`src/hdl/imudr_pkg.sv`:
```
package imudr_pkg;

    // Field widths of the channels and the configuration register.
    localparam int DT_W     = 16;
    localparam int ACCEL_W  = 16;
    localparam int YAW_W    = 16;
    localparam int POS_W    = 32;
    localparam int HEAD_W   = 32;
    localparam int ANGLE_W  = 16;

    localparam logic [DT_W-1:0] TIME_STEP_RESET = 16'd66;

    // Shared multiplier: the widest operand is the 42-bit a*dt product fed back.
    localparam int MUL_A_W = 44;
    localparam int MUL_B_W = 19;
    localparam int MUL_P_W = MUL_A_W + MUL_B_W;

    // 8/pi in turns per radian, scaled by 2^16.
    localparam logic signed [MUL_B_W-1:0] RAD_TO_TURN = 19'sd166886;

    // CORDIC working precision.
    localparam int CORD_W      = 34;
    localparam int CORD_FRAC   = 30;
    localparam logic signed [CORD_W-1:0] CORDIC_GAIN = 34'sd652032874;
    localparam int ANGLE_TABLE_LEN = 24;
    localparam int ANGLE_IDX_W     = 5;
    localparam int ANGLE_STEP_W    = 30;

    // World acceleration, kinematic increments and the saturating sum.
    localparam int AE_W  = 26;
    localparam int INC_W = 34;
    localparam int SUM_W = 36;

    localparam logic signed [POS_W-1:0] POS_MAX = 32'sh7FFF_FFFF;
    localparam logic signed [POS_W-1:0] POS_MIN = 32'sh8000_0000;

    typedef enum logic [4:0] {
        ST_IDLE,
        ST_HEAD_MUL,
        ST_HEAD_SCALE,
        ST_HEAD_ADD,
        ST_CORD_LOAD,
        ST_CORD_RUN,
        ST_TRIG,
        ST_ROT0,
        ST_ROT1,
        ST_ROT2,
        ST_ROT3,
        ST_ROT4,
        ST_ROT5,
        ST_KIN0,
        ST_KIN1,
        ST_KIN2,
        ST_KIN3,
        ST_OUT
    } ctrl_state_t;

    typedef enum logic [3:0] {
        MUL_NONE,
        MUL_YAW_DT,
        MUL_P_K,
        MUL_C_F,
        MUL_SN_S,
        MUL_SN_F,
        MUL_C_S,
        MUL_VEL_DT,
        MUL_ACC_DT,
        MUL_PROD_DT
    } mul_sel_t;

    typedef enum logic [3:0] {
        DP_NONE,
        DP_HEAD_UPD,
        DP_CORD_LOAD,
        DP_CORD_STEP,
        DP_TRIG,
        DP_ACC_LOAD,
        DP_ACC_SUB,
        DP_AE_RELOAD,
        DP_ACC_ADD,
        DP_AN_LATCH,
        DP_VT,
        DP_DV,
        DP_KIN_UPD,
        DP_OUT_LOAD
    } dp_op_t;

    typedef struct packed {
        logic     take;
        mul_sel_t mul_sel;
        dp_op_t   op;
        logic     axis;
    } dp_cmd_t;

    typedef struct packed {
        logic cordic_last;
    } dp_status_t;

    // Arctangent of 2^-i in units of 2^32 per turn.
    function automatic logic [ANGLE_STEP_W-1:0] angle_step(input logic [ANGLE_IDX_W-1:0] idx);
        logic [ANGLE_STEP_W-1:0] v;
        unique case (idx)
            5'd0:    v = 30'd536870912;
            5'd1:    v = 30'd316933406;
            5'd2:    v = 30'd167458907;
            5'd3:    v = 30'd85004756;
            5'd4:    v = 30'd42667331;
            5'd5:    v = 30'd21354465;
            5'd6:    v = 30'd10679838;
            5'd7:    v = 30'd5340245;
            5'd8:    v = 30'd2670163;
            5'd9:    v = 30'd1335087;
            5'd10:   v = 30'd667544;
            5'd11:   v = 30'd333772;
            5'd12:   v = 30'd166886;
            5'd13:   v = 30'd83443;
            5'd14:   v = 30'd41721;
            5'd15:   v = 30'd20860;
            5'd16:   v = 30'd10430;
            5'd17:   v = 30'd5215;
            5'd18:   v = 30'd2607;
            5'd19:   v = 30'd1303;
            5'd20:   v = 30'd651;
            5'd21:   v = 30'd325;
            5'd22:   v = 30'd162;
            5'd23:   v = 30'd81;
            default: v = '0;
        endcase
        return v;
    endfunction

    function automatic logic signed [POS_W-1:0] sat_pos(input logic signed [SUM_W-1:0] v);
        logic signed [POS_W-1:0] r;
        priority if (v > SUM_W'(POS_MAX))
            r = POS_MAX;
        else if (v < SUM_W'(POS_MIN))
            r = POS_MIN;
        else
            r = POS_W'(v);
        return r;
    endfunction

endpackage

```
`src/hdl/imudr_if.sv`:
```
interface imudr_sample_if;
    logic                                 valid;
    logic                                 ready;
    logic signed [imudr_pkg::ACCEL_W-1:0] accel_fwd;
    logic signed [imudr_pkg::ACCEL_W-1:0] accel_side;
    logic signed [imudr_pkg::YAW_W-1:0]   yaw_rate;

    modport source (output valid, output accel_fwd, output accel_side, output yaw_rate,
                    input ready);
    modport sink   (input valid, input accel_fwd, input accel_side, input yaw_rate,
                    output ready);
endinterface

interface imudr_pose_if;
    logic                               valid;
    logic                               ready;
    logic signed [imudr_pkg::POS_W-1:0] east_pos;
    logic signed [imudr_pkg::POS_W-1:0] north_pos;
    logic [imudr_pkg::ANGLE_W-1:0]      heading_angle;

    modport source (output valid, output east_pos, output north_pos, output heading_angle,
                    input ready);
    modport sink   (input valid, input east_pos, input north_pos, input heading_angle,
                    output ready);
endinterface

```
`src/hdl/imudr_ctrl.sv`:
```
module imudr_ctrl (
    input  logic                  clk,
    input  logic                  rst_n,
    input  logic                  in_valid,
    output logic                  in_ready,
    output logic                  out_valid,
    input  logic                  out_ready,
    input  imudr_pkg::dp_status_t status,
    output imudr_pkg::dp_cmd_t    cmd
);

    imudr_pkg::ctrl_state_t state_reg;
    imudr_pkg::ctrl_state_t state_next;
    logic                   axis_reg;
    logic                   axis_next;
    logic                   out_valid_reg;
    logic                   out_valid_next;
    logic                   out_free;

    assign out_free  = !out_valid_reg || out_ready;
    assign out_valid = out_valid_reg;

    always_ff @(posedge clk or negedge rst_n)
    begin
        if (!rst_n)
        begin
            state_reg     <= imudr_pkg::ST_IDLE;
            axis_reg      <= 1'b0;
            out_valid_reg <= 1'b0;
        end
        else
        begin
            state_reg     <= state_next;
            axis_reg      <= axis_next;
            out_valid_reg <= out_valid_next;
        end
    end

    always_comb
    begin
        state_next     = state_reg;
        axis_next      = axis_reg;
        out_valid_next = out_valid_reg && !out_ready;
        unique case (state_reg)
            imudr_pkg::ST_IDLE:
            begin
                if (in_valid)
                    state_next = imudr_pkg::ST_HEAD_MUL;
            end
            imudr_pkg::ST_HEAD_MUL:   state_next = imudr_pkg::ST_HEAD_SCALE;
            imudr_pkg::ST_HEAD_SCALE: state_next = imudr_pkg::ST_HEAD_ADD;
            imudr_pkg::ST_HEAD_ADD:   state_next = imudr_pkg::ST_CORD_LOAD;
            imudr_pkg::ST_CORD_LOAD:  state_next = imudr_pkg::ST_CORD_RUN;
            imudr_pkg::ST_CORD_RUN:
            begin
                if (status.cordic_last)
                    state_next = imudr_pkg::ST_TRIG;
            end
            imudr_pkg::ST_TRIG:       state_next = imudr_pkg::ST_ROT0;
            imudr_pkg::ST_ROT0:       state_next = imudr_pkg::ST_ROT1;
            imudr_pkg::ST_ROT1:       state_next = imudr_pkg::ST_ROT2;
            imudr_pkg::ST_ROT2:       state_next = imudr_pkg::ST_ROT3;
            imudr_pkg::ST_ROT3:       state_next = imudr_pkg::ST_ROT4;
            imudr_pkg::ST_ROT4:       state_next = imudr_pkg::ST_ROT5;
            imudr_pkg::ST_ROT5:
            begin
                state_next = imudr_pkg::ST_KIN0;
                axis_next  = 1'b0;
            end
            imudr_pkg::ST_KIN0:       state_next = imudr_pkg::ST_KIN1;
            imudr_pkg::ST_KIN1:       state_next = imudr_pkg::ST_KIN2;
            imudr_pkg::ST_KIN2:       state_next = imudr_pkg::ST_KIN3;
            imudr_pkg::ST_KIN3:
            begin
                // East first, then the same four steps for north.
                if (!axis_reg)
                begin
                    state_next = imudr_pkg::ST_KIN0;
                    axis_next  = 1'b1;
                end
                else
                    state_next = imudr_pkg::ST_OUT;
            end
            imudr_pkg::ST_OUT:
            begin
                if (out_free)
                begin
                    state_next     = imudr_pkg::ST_IDLE;
                    out_valid_next = 1'b1;
                end
            end
            default:                  state_next = imudr_pkg::ST_IDLE;
        endcase
    end

    always_comb
    begin
        in_ready     = 1'b0;
        cmd.take     = 1'b0;
        cmd.mul_sel  = imudr_pkg::MUL_NONE;
        cmd.op       = imudr_pkg::DP_NONE;
        cmd.axis     = axis_reg;
        unique case (state_reg)
            imudr_pkg::ST_IDLE:
            begin
                in_ready = 1'b1;
                cmd.take = in_valid;
            end
            imudr_pkg::ST_HEAD_MUL:   cmd.mul_sel = imudr_pkg::MUL_YAW_DT;
            imudr_pkg::ST_HEAD_SCALE: cmd.mul_sel = imudr_pkg::MUL_P_K;
            imudr_pkg::ST_HEAD_ADD:   cmd.op      = imudr_pkg::DP_HEAD_UPD;
            imudr_pkg::ST_CORD_LOAD:  cmd.op      = imudr_pkg::DP_CORD_LOAD;
            imudr_pkg::ST_CORD_RUN:   cmd.op      = imudr_pkg::DP_CORD_STEP;
            imudr_pkg::ST_TRIG:       cmd.op      = imudr_pkg::DP_TRIG;
            imudr_pkg::ST_ROT0:       cmd.mul_sel = imudr_pkg::MUL_C_F;
            imudr_pkg::ST_ROT1:
            begin
                cmd.mul_sel = imudr_pkg::MUL_SN_S;
                cmd.op      = imudr_pkg::DP_ACC_LOAD;
            end
            imudr_pkg::ST_ROT2:
            begin
                cmd.mul_sel = imudr_pkg::MUL_SN_F;
                cmd.op      = imudr_pkg::DP_ACC_SUB;
            end
            imudr_pkg::ST_ROT3:
            begin
                cmd.mul_sel = imudr_pkg::MUL_C_S;
                cmd.op      = imudr_pkg::DP_AE_RELOAD;
            end
            imudr_pkg::ST_ROT4:       cmd.op      = imudr_pkg::DP_ACC_ADD;
            imudr_pkg::ST_ROT5:       cmd.op      = imudr_pkg::DP_AN_LATCH;
            imudr_pkg::ST_KIN0:       cmd.mul_sel = imudr_pkg::MUL_VEL_DT;
            imudr_pkg::ST_KIN1:
            begin
                cmd.mul_sel = imudr_pkg::MUL_ACC_DT;
                cmd.op      = imudr_pkg::DP_VT;
            end
            imudr_pkg::ST_KIN2:
            begin
                cmd.mul_sel = imudr_pkg::MUL_PROD_DT;
                cmd.op      = imudr_pkg::DP_DV;
            end
            imudr_pkg::ST_KIN3:       cmd.op      = imudr_pkg::DP_KIN_UPD;
            imudr_pkg::ST_OUT:
            begin
                if (out_free)
                    cmd.op = imudr_pkg::DP_OUT_LOAD;
            end
            default:                  cmd.op      = imudr_pkg::DP_NONE;
        endcase
    end

endmodule

```
`src/hdl/imudr_datapath.sv`:
```
module imudr_datapath #(
    parameter int TRIG_BITS = 16
) (
    input  logic                                 clk,
    input  logic                                 rst_n,
    input  logic                                 cfg_we,
    input  logic [imudr_pkg::DT_W-1:0]           cfg_wdata,
    input  logic signed [imudr_pkg::ACCEL_W-1:0] accel_fwd,
    input  logic signed [imudr_pkg::ACCEL_W-1:0] accel_side,
    input  logic signed [imudr_pkg::YAW_W-1:0]   yaw_rate,
    input  imudr_pkg::dp_cmd_t                   cmd,
    output imudr_pkg::dp_status_t                status,
    output logic signed [imudr_pkg::POS_W-1:0]   east_pos,
    output logic signed [imudr_pkg::POS_W-1:0]   north_pos,
    output logic [imudr_pkg::ANGLE_W-1:0]        heading_angle
);

    localparam int DT_W      = imudr_pkg::DT_W;
    localparam int ACCEL_W   = imudr_pkg::ACCEL_W;
    localparam int YAW_W     = imudr_pkg::YAW_W;
    localparam int POS_W     = imudr_pkg::POS_W;
    localparam int HEAD_W    = imudr_pkg::HEAD_W;
    localparam int ANGLE_W   = imudr_pkg::ANGLE_W;
    localparam int MUL_A_W   = imudr_pkg::MUL_A_W;
    localparam int MUL_B_W   = imudr_pkg::MUL_B_W;
    localparam int MUL_P_W   = imudr_pkg::MUL_P_W;
    localparam int CORD_W    = imudr_pkg::CORD_W;
    localparam int IDX_W     = imudr_pkg::ANGLE_IDX_W;
    localparam int AE_W      = imudr_pkg::AE_W;
    localparam int INC_W     = imudr_pkg::INC_W;
    localparam int SUM_W     = imudr_pkg::SUM_W;
    localparam int TRIG_W    = TRIG_BITS + 2;
    localparam int CNT_W     = $clog2(TRIG_BITS);
    localparam int TRIG_SHIFT = imudr_pkg::CORD_FRAC - TRIG_BITS;
    localparam int ROT_SHIFT  = TRIG_BITS - 8;

    localparam logic signed [CORD_W-1:0]  TRIG_HALF = CORD_W'(1) << (TRIG_SHIFT - 1);
    localparam logic signed [CORD_W-1:0]  TRIG_ONE  = CORD_W'(1) << TRIG_BITS;
    localparam logic signed [MUL_P_W-1:0] ROT_HALF  = MUL_P_W'(1) << (ROT_SHIFT - 1);
    localparam logic signed [MUL_P_W-1:0] HALF_16   = MUL_P_W'(1) << 15;
    localparam logic signed [MUL_P_W-1:0] HALF_33   = MUL_P_W'(1) << 32;
    localparam logic [CNT_W-1:0]          CNT_LAST  = CNT_W'(TRIG_BITS - 1);

    // Sample and configuration.
    logic [DT_W-1:0]            time_step_reg;
    logic signed [ACCEL_W-1:0]  fwd_reg;
    logic signed [ACCEL_W-1:0]  side_reg;
    logic signed [YAW_W-1:0]    yaw_reg;

    // Dead-reckoning state.
    logic [HEAD_W-1:0]          heading_reg;
    logic signed [POS_W-1:0]    pos_e_reg;
    logic signed [POS_W-1:0]    pos_n_reg;
    logic signed [POS_W-1:0]    vel_e_reg;
    logic signed [POS_W-1:0]    vel_n_reg;

    // Working registers.
    logic signed [MUL_P_W-1:0]  prod_reg;
    logic signed [MUL_P_W-1:0]  acc_reg;
    logic signed [CORD_W-1:0]   x_reg;
    logic signed [CORD_W-1:0]   y_reg;
    logic signed [CORD_W-1:0]   z_reg;
    logic                       flip_reg;
    logic [CNT_W-1:0]           cnt_reg;
    logic signed [TRIG_W-1:0]   c_reg;
    logic signed [TRIG_W-1:0]   sn_reg;
    logic signed [AE_W-1:0]     ae_reg;
    logic signed [AE_W-1:0]     an_reg;
    logic signed [INC_W-1:0]    vt_reg;
    logic signed [INC_W-1:0]    dv_reg;

    // Result register.
    logic signed [POS_W-1:0]    out_e_reg;
    logic signed [POS_W-1:0]    out_n_reg;
    logic [ANGLE_W-1:0]         out_head_reg;

    logic signed [MUL_A_W-1:0]  mul_a;
    logic signed [MUL_B_W-1:0]  mul_b;
    logic signed [MUL_P_W-1:0]  mul_p;
    logic signed [MUL_B_W-1:0]  dt_op;

    logic signed [MUL_P_W-1:0]  head_round;
    logic                       fold;
    logic [HEAD_W-1:0]          fold_angle;

    logic signed [CORD_W-1:0]   dx;
    logic signed [CORD_W-1:0]   dy;
    logic signed [CORD_W-1:0]   step_ext;
    logic signed [CORD_W-1:0]   x_step;
    logic signed [CORD_W-1:0]   y_step;
    logic signed [CORD_W-1:0]   z_step;

    logic signed [CORD_W-1:0]   x_sign;
    logic signed [CORD_W-1:0]   y_sign;
    logic signed [CORD_W-1:0]   x_rnd;
    logic signed [CORD_W-1:0]   y_rnd;
    logic signed [CORD_W-1:0]   x_clamp;
    logic signed [CORD_W-1:0]   y_clamp;

    logic signed [MUL_P_W-1:0]  rot_sum;
    logic signed [MUL_P_W-1:0]  rot_rnd;
    logic signed [MUL_P_W-1:0]  sh16_rnd;
    logic signed [MUL_P_W-1:0]  sh33_rnd;

    logic signed [POS_W-1:0]    pos_sel;
    logic signed [POS_W-1:0]    vel_sel;
    logic signed [AE_W-1:0]     a_sel;
    logic signed [SUM_W-1:0]    pos_sum;
    logic signed [SUM_W-1:0]    vel_sum;
    logic signed [POS_W-1:0]    pos_new;
    logic signed [POS_W-1:0]    vel_new;

    assign dt_op   = MUL_B_W'({1'b0, time_step_reg});
    assign pos_sel = cmd.axis ? pos_n_reg : pos_e_reg;
    assign vel_sel = cmd.axis ? vel_n_reg : vel_e_reg;
    assign a_sel   = cmd.axis ? an_reg : ae_reg;

    // Operand selection for the one shared multiplier.
    always_comb
    begin
        mul_a = '0;
        mul_b = '0;
        unique case (cmd.mul_sel)
            imudr_pkg::MUL_YAW_DT:
            begin
                mul_a = MUL_A_W'(yaw_reg);
                mul_b = dt_op;
            end
            imudr_pkg::MUL_P_K:
            begin
                mul_a = MUL_A_W'($signed(prod_reg[32:0]));
                mul_b = imudr_pkg::RAD_TO_TURN;
            end
            imudr_pkg::MUL_C_F:
            begin
                mul_a = MUL_A_W'(c_reg);
                mul_b = MUL_B_W'(fwd_reg);
            end
            imudr_pkg::MUL_SN_S:
            begin
                mul_a = MUL_A_W'(sn_reg);
                mul_b = MUL_B_W'(side_reg);
            end
            imudr_pkg::MUL_SN_F:
            begin
                mul_a = MUL_A_W'(sn_reg);
                mul_b = MUL_B_W'(fwd_reg);
            end
            imudr_pkg::MUL_C_S:
            begin
                mul_a = MUL_A_W'(c_reg);
                mul_b = MUL_B_W'(side_reg);
            end
            imudr_pkg::MUL_VEL_DT:
            begin
                mul_a = MUL_A_W'(vel_sel);
                mul_b = dt_op;
            end
            imudr_pkg::MUL_ACC_DT:
            begin
                mul_a = MUL_A_W'(a_sel);
                mul_b = dt_op;
            end
            imudr_pkg::MUL_PROD_DT:
            begin
                mul_a = $signed(prod_reg[MUL_A_W-1:0]);
                mul_b = dt_op;
            end
            default:
            begin
                mul_a = '0;
                mul_b = '0;
            end
        endcase
    end

    assign mul_p = mul_a * mul_b;

    // Heading: round the scaled increment and wrap modulo one turn.
    assign head_round = prod_reg + HALF_16;
    assign fold       = heading_reg[HEAD_W-1] ^ heading_reg[HEAD_W-2];
    assign fold_angle = {heading_reg[HEAD_W-1] ^ fold, heading_reg[HEAD_W-2:0]};

    // One CORDIC rotation per cycle.
    assign dx       = y_reg >>> cnt_reg;
    assign dy       = x_reg >>> cnt_reg;
    assign step_ext = CORD_W'(imudr_pkg::angle_step(IDX_W'(cnt_reg)));

    always_comb
    begin
        if (!z_reg[CORD_W-1])
        begin
            x_step = x_reg - dx;
            y_step = y_reg + dy;
            z_step = z_reg - step_ext;
        end
        else
        begin
            x_step = x_reg + dx;
            y_step = y_reg - dy;
            z_step = z_reg + step_ext;
        end
    end

    // Undo the half-turn fold, round to the trig precision and clamp to unity.
    assign x_sign = flip_reg ? -x_reg : x_reg;
    assign y_sign = flip_reg ? -y_reg : y_reg;
    assign x_rnd  = (x_sign + TRIG_HALF) >>> TRIG_SHIFT;
    assign y_rnd  = (y_sign + TRIG_HALF) >>> TRIG_SHIFT;

    always_comb
    begin
        priority if (x_rnd > TRIG_ONE)
            x_clamp = TRIG_ONE;
        else if (x_rnd < -TRIG_ONE)
            x_clamp = -TRIG_ONE;
        else
            x_clamp = x_rnd;
        priority if (y_rnd > TRIG_ONE)
            y_clamp = TRIG_ONE;
        else if (y_rnd < -TRIG_ONE)
            y_clamp = -TRIG_ONE;
        else
            y_clamp = y_rnd;
    end

    assign rot_sum  = acc_reg + prod_reg;
    assign rot_rnd  = (acc_reg + ROT_HALF) >>> ROT_SHIFT;
    assign sh16_rnd = (prod_reg + HALF_16) >>> 16;
    assign sh33_rnd = (prod_reg + HALF_33) >>> 33;

    assign pos_sum = SUM_W'(pos_sel) + SUM_W'(vt_reg)
                     + SUM_W'($signed(sh33_rnd[AE_W-1:0]));
    assign vel_sum = SUM_W'(vel_sel) + SUM_W'(dv_reg);
    assign pos_new = imudr_pkg::sat_pos(pos_sum);
    assign vel_new = imudr_pkg::sat_pos(vel_sum);

    assign status.cordic_last = (cnt_reg == CNT_LAST);

    always_ff @(posedge clk or negedge rst_n)
    begin
        if (!rst_n)
        begin
            time_step_reg <= imudr_pkg::TIME_STEP_RESET;
            heading_reg   <= '0;
            pos_e_reg     <= '0;
            pos_n_reg     <= '0;
            vel_e_reg     <= '0;
            vel_n_reg     <= '0;
            cnt_reg       <= '0;
        end
        else
        begin
            if (cfg_we)
                time_step_reg <= cfg_wdata;
            if (cmd.op == imudr_pkg::DP_HEAD_UPD)
                heading_reg <= heading_reg + head_round[HEAD_W+15:16];
            if (cmd.op == imudr_pkg::DP_CORD_LOAD)
                cnt_reg <= '0;
            else if (cmd.op == imudr_pkg::DP_CORD_STEP)
                cnt_reg <= cnt_reg + CNT_W'(1);
            if (cmd.op == imudr_pkg::DP_KIN_UPD)
            begin
                if (cmd.axis)
                begin
                    pos_n_reg <= pos_new;
                    vel_n_reg <= vel_new;
                end
                else
                begin
                    pos_e_reg <= pos_new;
                    vel_e_reg <= vel_new;
                end
            end
        end
    end

    always_ff @(posedge clk)
    begin
        if (cmd.take)
        begin
            fwd_reg  <= accel_fwd;
            side_reg <= accel_side;
            yaw_reg  <= yaw_rate;
        end
        if (cmd.mul_sel != imudr_pkg::MUL_NONE)
            prod_reg <= mul_p;
        unique case (cmd.op)
            imudr_pkg::DP_CORD_LOAD:
            begin
                x_reg    <= imudr_pkg::CORDIC_GAIN;
                y_reg    <= '0;
                z_reg    <= CORD_W'($signed(fold_angle));
                flip_reg <= fold;
            end
            imudr_pkg::DP_CORD_STEP:
            begin
                x_reg <= x_step;
                y_reg <= y_step;
                z_reg <= z_step;
            end
            imudr_pkg::DP_TRIG:
            begin
                c_reg  <= x_clamp[TRIG_W-1:0];
                sn_reg <= y_clamp[TRIG_W-1:0];
            end
            imudr_pkg::DP_ACC_LOAD:  acc_reg <= prod_reg;
            imudr_pkg::DP_ACC_SUB:   acc_reg <= acc_reg - prod_reg;
            imudr_pkg::DP_AE_RELOAD:
            begin
                ae_reg  <= rot_rnd[AE_W-1:0];
                acc_reg <= prod_reg;
            end
            imudr_pkg::DP_ACC_ADD:   acc_reg <= rot_sum;
            imudr_pkg::DP_AN_LATCH:  an_reg  <= rot_rnd[AE_W-1:0];
            imudr_pkg::DP_VT:        vt_reg  <= sh16_rnd[INC_W-1:0];
            imudr_pkg::DP_DV:        dv_reg  <= sh16_rnd[INC_W-1:0];
            imudr_pkg::DP_OUT_LOAD:
            begin
                out_e_reg    <= pos_e_reg;
                out_n_reg    <= pos_n_reg;
                out_head_reg <= heading_reg[HEAD_W-1:HEAD_W-ANGLE_W];
            end
            default:
            begin
            end
        endcase
    end

    assign east_pos      = out_e_reg;
    assign north_pos     = out_n_reg;
    assign heading_angle = out_head_reg;

endmodule

```
`src/hdl/imu_dead_reckoning_core.sv`:
```
// Channel   Direction  Payload                                   Handshake
// sample    in         accel_fwd, accel_side, yaw_rate           valid/ready
// pose      out        east_pos, north_pos, heading_angle        valid/ready
// cfg       in         cfg_wdata (time step)                     cfg_we, no wait
//
// One sample runs from transfer to result through the CORDIC loop of one
// rotation per cycle and the single shared multiplier that handles all
// twelve products in turn.
// A new sample is taken as soon as the previous one has been written to the
// output register, so samples are processed one at a time; the
// result then waits there for its transfer, and the next result waits for it.
// rst_n clears state, heading, position and velocity at once and loads the
// default time step.
module imu_dead_reckoning_core #(
    parameter int TRIG_BITS = 16
) (
    input  logic                         clk,
    input  logic                         rst_n,
    input  logic                         cfg_we,
    input  logic [imudr_pkg::DT_W-1:0]   cfg_wdata,
    imudr_sample_if.sink                 sample,
    imudr_pose_if.source                 pose
);

    imudr_pkg::dp_cmd_t    cmd;
    imudr_pkg::dp_status_t status;
    logic                  in_ready;
    logic                  out_valid;

    imudr_ctrl u_ctrl (
        .clk       (clk),
        .rst_n     (rst_n),
        .in_valid  (sample.valid),
        .in_ready  (in_ready),
        .out_valid (out_valid),
        .out_ready (pose.ready),
        .status    (status),
        .cmd       (cmd)
    );

    imudr_datapath #(
        .TRIG_BITS (TRIG_BITS)
    ) u_datapath (
        .clk           (clk),
        .rst_n         (rst_n),
        .cfg_we        (cfg_we),
        .cfg_wdata     (cfg_wdata),
        .accel_fwd     (sample.accel_fwd),
        .accel_side    (sample.accel_side),
        .yaw_rate      (sample.yaw_rate),
        .cmd           (cmd),
        .status        (status),
        .east_pos      (pose.east_pos),
        .north_pos     (pose.north_pos),
        .heading_angle (pose.heading_angle)
    );

    assign sample.ready = in_ready;
    assign pose.valid   = out_valid;

endmodule

```
`src/flat_wrapper.sv`:
```
// flat-port wrapper written by rule: the top's interface ports become plain ports
module imu_dead_reckoning_core_flat 
#(
    parameter int TRIG_BITS = 16
)
  (clk, rst_n, cfg_we, cfg_wdata, sample_valid, sample_accel_fwd, sample_accel_side, sample_yaw_rate, sample_ready, pose_valid, pose_east_pos, pose_north_pos, pose_heading_angle, pose_ready);
  imudr_sample_if sample_i ();
  imudr_pose_if pose_i ();
  input  logic clk;
  input  logic rst_n;
  input  logic cfg_we;
  input  logic [imudr_pkg::DT_W-1:0] cfg_wdata;
  input wire logic [$bits(sample_i.valid)-1:0] sample_valid;
  input wire logic [$bits(sample_i.accel_fwd)-1:0] sample_accel_fwd;
  input wire logic [$bits(sample_i.accel_side)-1:0] sample_accel_side;
  input wire logic [$bits(sample_i.yaw_rate)-1:0] sample_yaw_rate;
  output wire logic [$bits(sample_i.ready)-1:0] sample_ready;
  output wire logic [$bits(pose_i.valid)-1:0] pose_valid;
  output wire logic [$bits(pose_i.east_pos)-1:0] pose_east_pos;
  output wire logic [$bits(pose_i.north_pos)-1:0] pose_north_pos;
  output wire logic [$bits(pose_i.heading_angle)-1:0] pose_heading_angle;
  input wire logic [$bits(pose_i.ready)-1:0] pose_ready;
  assign sample_i.valid = sample_valid;
  assign sample_i.accel_fwd = sample_accel_fwd;
  assign sample_i.accel_side = sample_accel_side;
  assign sample_i.yaw_rate = sample_yaw_rate;
  assign sample_ready = sample_i.ready;
  assign pose_valid = pose_i.valid;
  assign pose_east_pos = pose_i.east_pos;
  assign pose_north_pos = pose_i.north_pos;
  assign pose_heading_angle = pose_i.heading_angle;
  assign pose_i.ready = pose_ready;
  imu_dead_reckoning_core #(.TRIG_BITS(TRIG_BITS)) u_core (.clk(clk), .rst_n(rst_n), .cfg_we(cfg_we), .cfg_wdata(cfg_wdata), .sample(sample_i), .pose(pose_i));
endmodule
```
`config.mk`:
```
export PLATFORM = sky130hd
export DESIGN_NAME = imu_dead_reckoning_core_flat
export DESIGN_NICKNAME = d
export VERILOG_FILES = /design/src/hdl/imudr_pkg.sv /design/src/hdl/imudr_if.sv /design/src/hdl/imudr_ctrl.sv /design/src/hdl/imudr_datapath.sv /design/src/hdl/imu_dead_reckoning_core.sv /design/src/flat_wrapper.sv
export SDC_FILE = /design/constraint.sdc
export NUM_CORES = 2
export LEC_CHECK = 0
export ABC_AREA = 1
export BUFFER_PORTS_ARGS = -buffer_cell sky130_fd_sc_hd__buf_2
export CORE_UTILIZATION = 55
export DETAILED_ROUTE_END_ITERATION = 8
export PLACE_DENSITY = 0.8
export SYNTH_ARGS = -nofsm -noshare
export SYNTH_HDL_FRONTEND = slang
export SYNTH_HIERARCHICAL = 1
export SYNTH_SLANG_ARGS = --single-unit
```
`constraint.sdc`:
```
create_clock -name clk -period 11.25 [get_ports clk]
set_input_delay 1.6875 -clock clk [delete_from_list [all_inputs] [get_ports clk]]
set_output_delay 1.6875 -clock clk [all_outputs]
set_load 0.05 [all_outputs]
```
==> results by group <==
Status
  • Status: finished with violations
  • Failing checks: design-rule violations

Setup path
  • Startpoint Class: flop
  • Most frequent cell on the critical path: sky130_fd_sc_hd__inv_1
  • Critical Path Sink Type: flop
  • Largest stage delay, worst path: between 700 and 800 ps
  • Max FO, Critical Path: 21
  • Max stage delay cell, worst path: sky130_fd_sc_hd__nor2_2
  • Critical Path AT: roughly 11000 ps
  • Setup CP Type: reg -> reg
  • CP Data Required Time: 11680 ps

Timing
  • Share of the cycle needed by the critical path after routing: 93.7%
  • Final hold violation count: 0
  • Final TNS setup: 0 ps
  • Number of max-slew violations in the final report: 0
  • Final number of setup-violating endpoints: 0
  • Transition time at the pin with the least slew margin: roughly 1100 ps
  • Rel. slew slack: between 20% and 30%
  • Unrepaired setup endpoints after global routing: no
  • Highest Clock Rate: 0.0949 GHz
  • Worst-case clock skew: roughly 46 ps
  • Shortest clock period the worst path allows after layout: around 11000 ps

Clock network
  • Number of post-CTS setup repair buffers: 0
  • Clock tree from TritonCTS: yes
  • Number of buffers added by the clock tree synthesis step: 75
  • Resized cells post-CTS: 0
  • Post-CTS clock slew at the launch and capture registers of the worst setup and hold paths: 60 ps
  • Count of H-tree levels built during CTS: 3
  • Library cell used as clock root buffer: sky130_fd_sc_hd__clkbuf_16
  • Worst skew pair latency: around 700 ps
  • Number of buffers added to fix hold violations after cts: 0
  • Count of clock tree sinks: around 670
  • Buffer levels on the longest clock path: 3

GRT
  • Number of global-route vias before repair: 68.3k
  • Global-route wire length before repair: between 300 and 400 mm
  • Number of antenna violations at the first check in global routing: 5
  • Pin count of the biggest net entering global routing: 80
  • Overflow left after global routing: 0
  • Global-route total usage across every layer: about a third

Synth
  • Fraction of synthesis flops using an asynchronous set or reset pin: between 20 and 30%
  • Cell Area, Synth: 77300 um^2
  • Portion of the post-synthesis area used by sequential elements: between 20% and 30%
  • Syn. warnings: 6
  • Synth area leaders: sky130_fd_sc_hd__fa_1, sky130_fd_sc_hd__edfxtp_1, sky130_fd_sc_hd__nand2_1
  • Mean area per synthesized cell: roughly 7.7 um^2
  • Cell accounting for the most synthesized area: sky130_fd_sc_hd__fa_1
  • Count of flip-flops with a built-in enable after synthesis: 480
  • Syn nets: ~11k
  • Most frequently used flop master after synthesis: sky130_fd_sc_hd__edfxtp_1
  • Number of distinct library cells after synthesis: 75
  • Post-synth top area share: between 20% and 30%
  • Post-Syn Instances: ~10k
  • Total of flip-flops plus latches after synthesis: 667

Die
  • Core region area: 139000 um^2
  • Count of pins on the block boundary: about 150
  • Overall die height: between 300 and 400 um
  • Effective utilization at floorplan: a little under three fifths
  • Placement row count: ~140
  • Floorplan die width: 377 um
  • Full die area: 142000 um^2

Final layout
  • Post-synthesis to final-layout area growth: 7.12%
  • Total number of nets in the final design: between 10k and 15k
  • Share of cells above drive strength 1: 6.75%
  • Number of flip-flops in the largest register: just under 60
  • Most used cells in the layout excluding fill and tap cells: sky130_fd_sc_hd__nand2_1, sky130_fd_sc_hd__inv_1, sky130_fd_sc_hd__nor2_1, sky130_fd_sc_hd__fa_1, sky130_fd_sc_hd__edfxtp_1
  • Most common library cell in the layout ignoring fill and taps: sky130_fd_sc_hd__nand2_1
  • FILL cells: around 12k

Detailed routing
  • Total detailed-routing wirelength: about 250 mm
  • Routed len/inst: 20.7 um
  • Vias per cell: around 5.8
  • Length of the first detailed-routing pass in iterations: 9
  • # DRC: 1
  • Number of nets with antenna violations after routing: 0
  • DR vias: 69.3k
  • Detailed router's first-iteration violation count: between 8k and 9k

Worst hold path
  • Min-delay worst type: reg -> reg

Place
  • Routability congestion estimate: about 1
  • DP HPWL: a little under 200 mm
  • Number of input and output port buffers inserted: 150

Flow run
  • Max cap viols: 0
## logic make-up after synthesis
family | synth area share [%]
mux | 0.842
xor+xnor | 4.34
flops | 24.7
compound gates | 8.96
simple gates | 23.7
fa+ha+maj | 27.3
buf+inv | 10.2
## path summary, 6_finish.rpt
kind | startpoint | to | slack [ps] | depth (start not counted)
max in group asynchronous | rst_n | u_core/u_ctrl/axis_reg$_DFFE_PN0P_ | 8690 | 2
setup / recovery | u_core/u_ctrl/state_reg[4]$_DFFE_PN0P_ | u_core/u_datapath/prod_reg[55]$_DFFE_PP_ | 710 | 35
hold / removal | u_core/u_datapath/pos_n_reg[31]$_DFFE_PN0P_ | u_core/u_datapath/north_pos[31]$_DFFE_PN_ | 480 | 0
min in group asynchronous | rst_n | u_core/u_datapath/heading_reg[21]$_DFFE_PN0N_ | 1000 | 1
hold reg to reg | u_core/u_datapath/pos_n_reg[31]$_DFFE_PN0P_ | u_core/u_datapath/north_pos[31]$_DFFE_PN_ | 480 | 0
setup reg to reg | u_core/u_ctrl/state_reg[4]$_DFFE_PN0P_ | u_core/u_datapath/prod_reg[55]$_DFFE_PP_ | 710 | 35
## layout make-up
type	instances	area, um^2	area share (%)
Clock inverter	41	480	0.581
Multi-Input combinational cell	7326	50400	60.9
Antenna cell	2	5.00	0.00605
Sequential cell	667	19100	23.1
Inverter	1736	6520	7.88
Clock buffer	99	2100	2.54
Tap cell	1876	2350	2.84
Timing Repair Buffer	288	1800	2.17
## cells in the mapped netlist (all sizes together), types with 3 or more instances
| library cell | count |
|---|---|
| o21ai | 555 |
| inv | 1732 |
| edfxtp | 480 |
| or2 | 47 |
| o211ai | 20 |
| dfrtp | 185 |
| o221ai | 9 |
| o21bai | 23 |
| nand3b | 15 |
| a22oi | 3 |
| o21a | 32 |
| nor4 | 41 |
| clkinv | 4 |
| o31ai | 11 |
| and3 | 6 |
| nand4 | 86 |
| a21boi | 15 |
| clkbuf | 210 |
| nor2 | 921 |
| nand2 | 2840 |
| nor3 | 107 |
| buf | 99 |
| o22ai | 9 |
| nand3 | 357 |
| o2111ai | 4 |
| a221oi | 15 |
| xor2 | 261 |
| a21o | 35 |
| a31oi | 49 |
| fa | 802 |
| a21oi | 447 |
| mux2 | 16 |
| ha | 400 |
| xnor2 | 121 |
| mux2i | 47 |
| a211oi | 8 |
## per-stage QoR
stage / utilization, % / instance area (um^2) / instances / setup WS [ps] / hold WS, ps
floorplan: - / 77300 / 10000 / 2910 / 441
global placement: 57.5 / 80200 / 11900 / 1070 / 456
detailed placement: 57.5 / 80200 / 11900 / 1010 / 460
CTS: 59.4 / 82700 / 12000 / 955 / 477
global route: 59.4 / 82700 / 12000 / 252 / 491
finish: 59.4 / 82800 / 12000 / 713 / 477
## routing by layer
metal  vias to the layer above  share of wire, %  track usage [%]  wire length, um
met1                     33100                41             48.0           101000
met5                         -            0.0052                0               13
met2                      3878                43             53.5           108000
met3                       725                11             8.57            28300
li1                      31600                 -                -                -
met4                         2               4.6             13.8            11500
## worst max-delay path, delay by kind of cell, from the launching register on
family / cells / cell delay, ps
flops: 1 / 400
xor+xnor: 1 / 110
fa+ha+maj: 8 / 3920
buf+inv: 12 / 2050
compound gates: 8 / 1710
simple gates: 6 / 2070
Power is not shown: default switching activity piles up to over one toggle a cycle in this logic, so the estimate is an artifact.
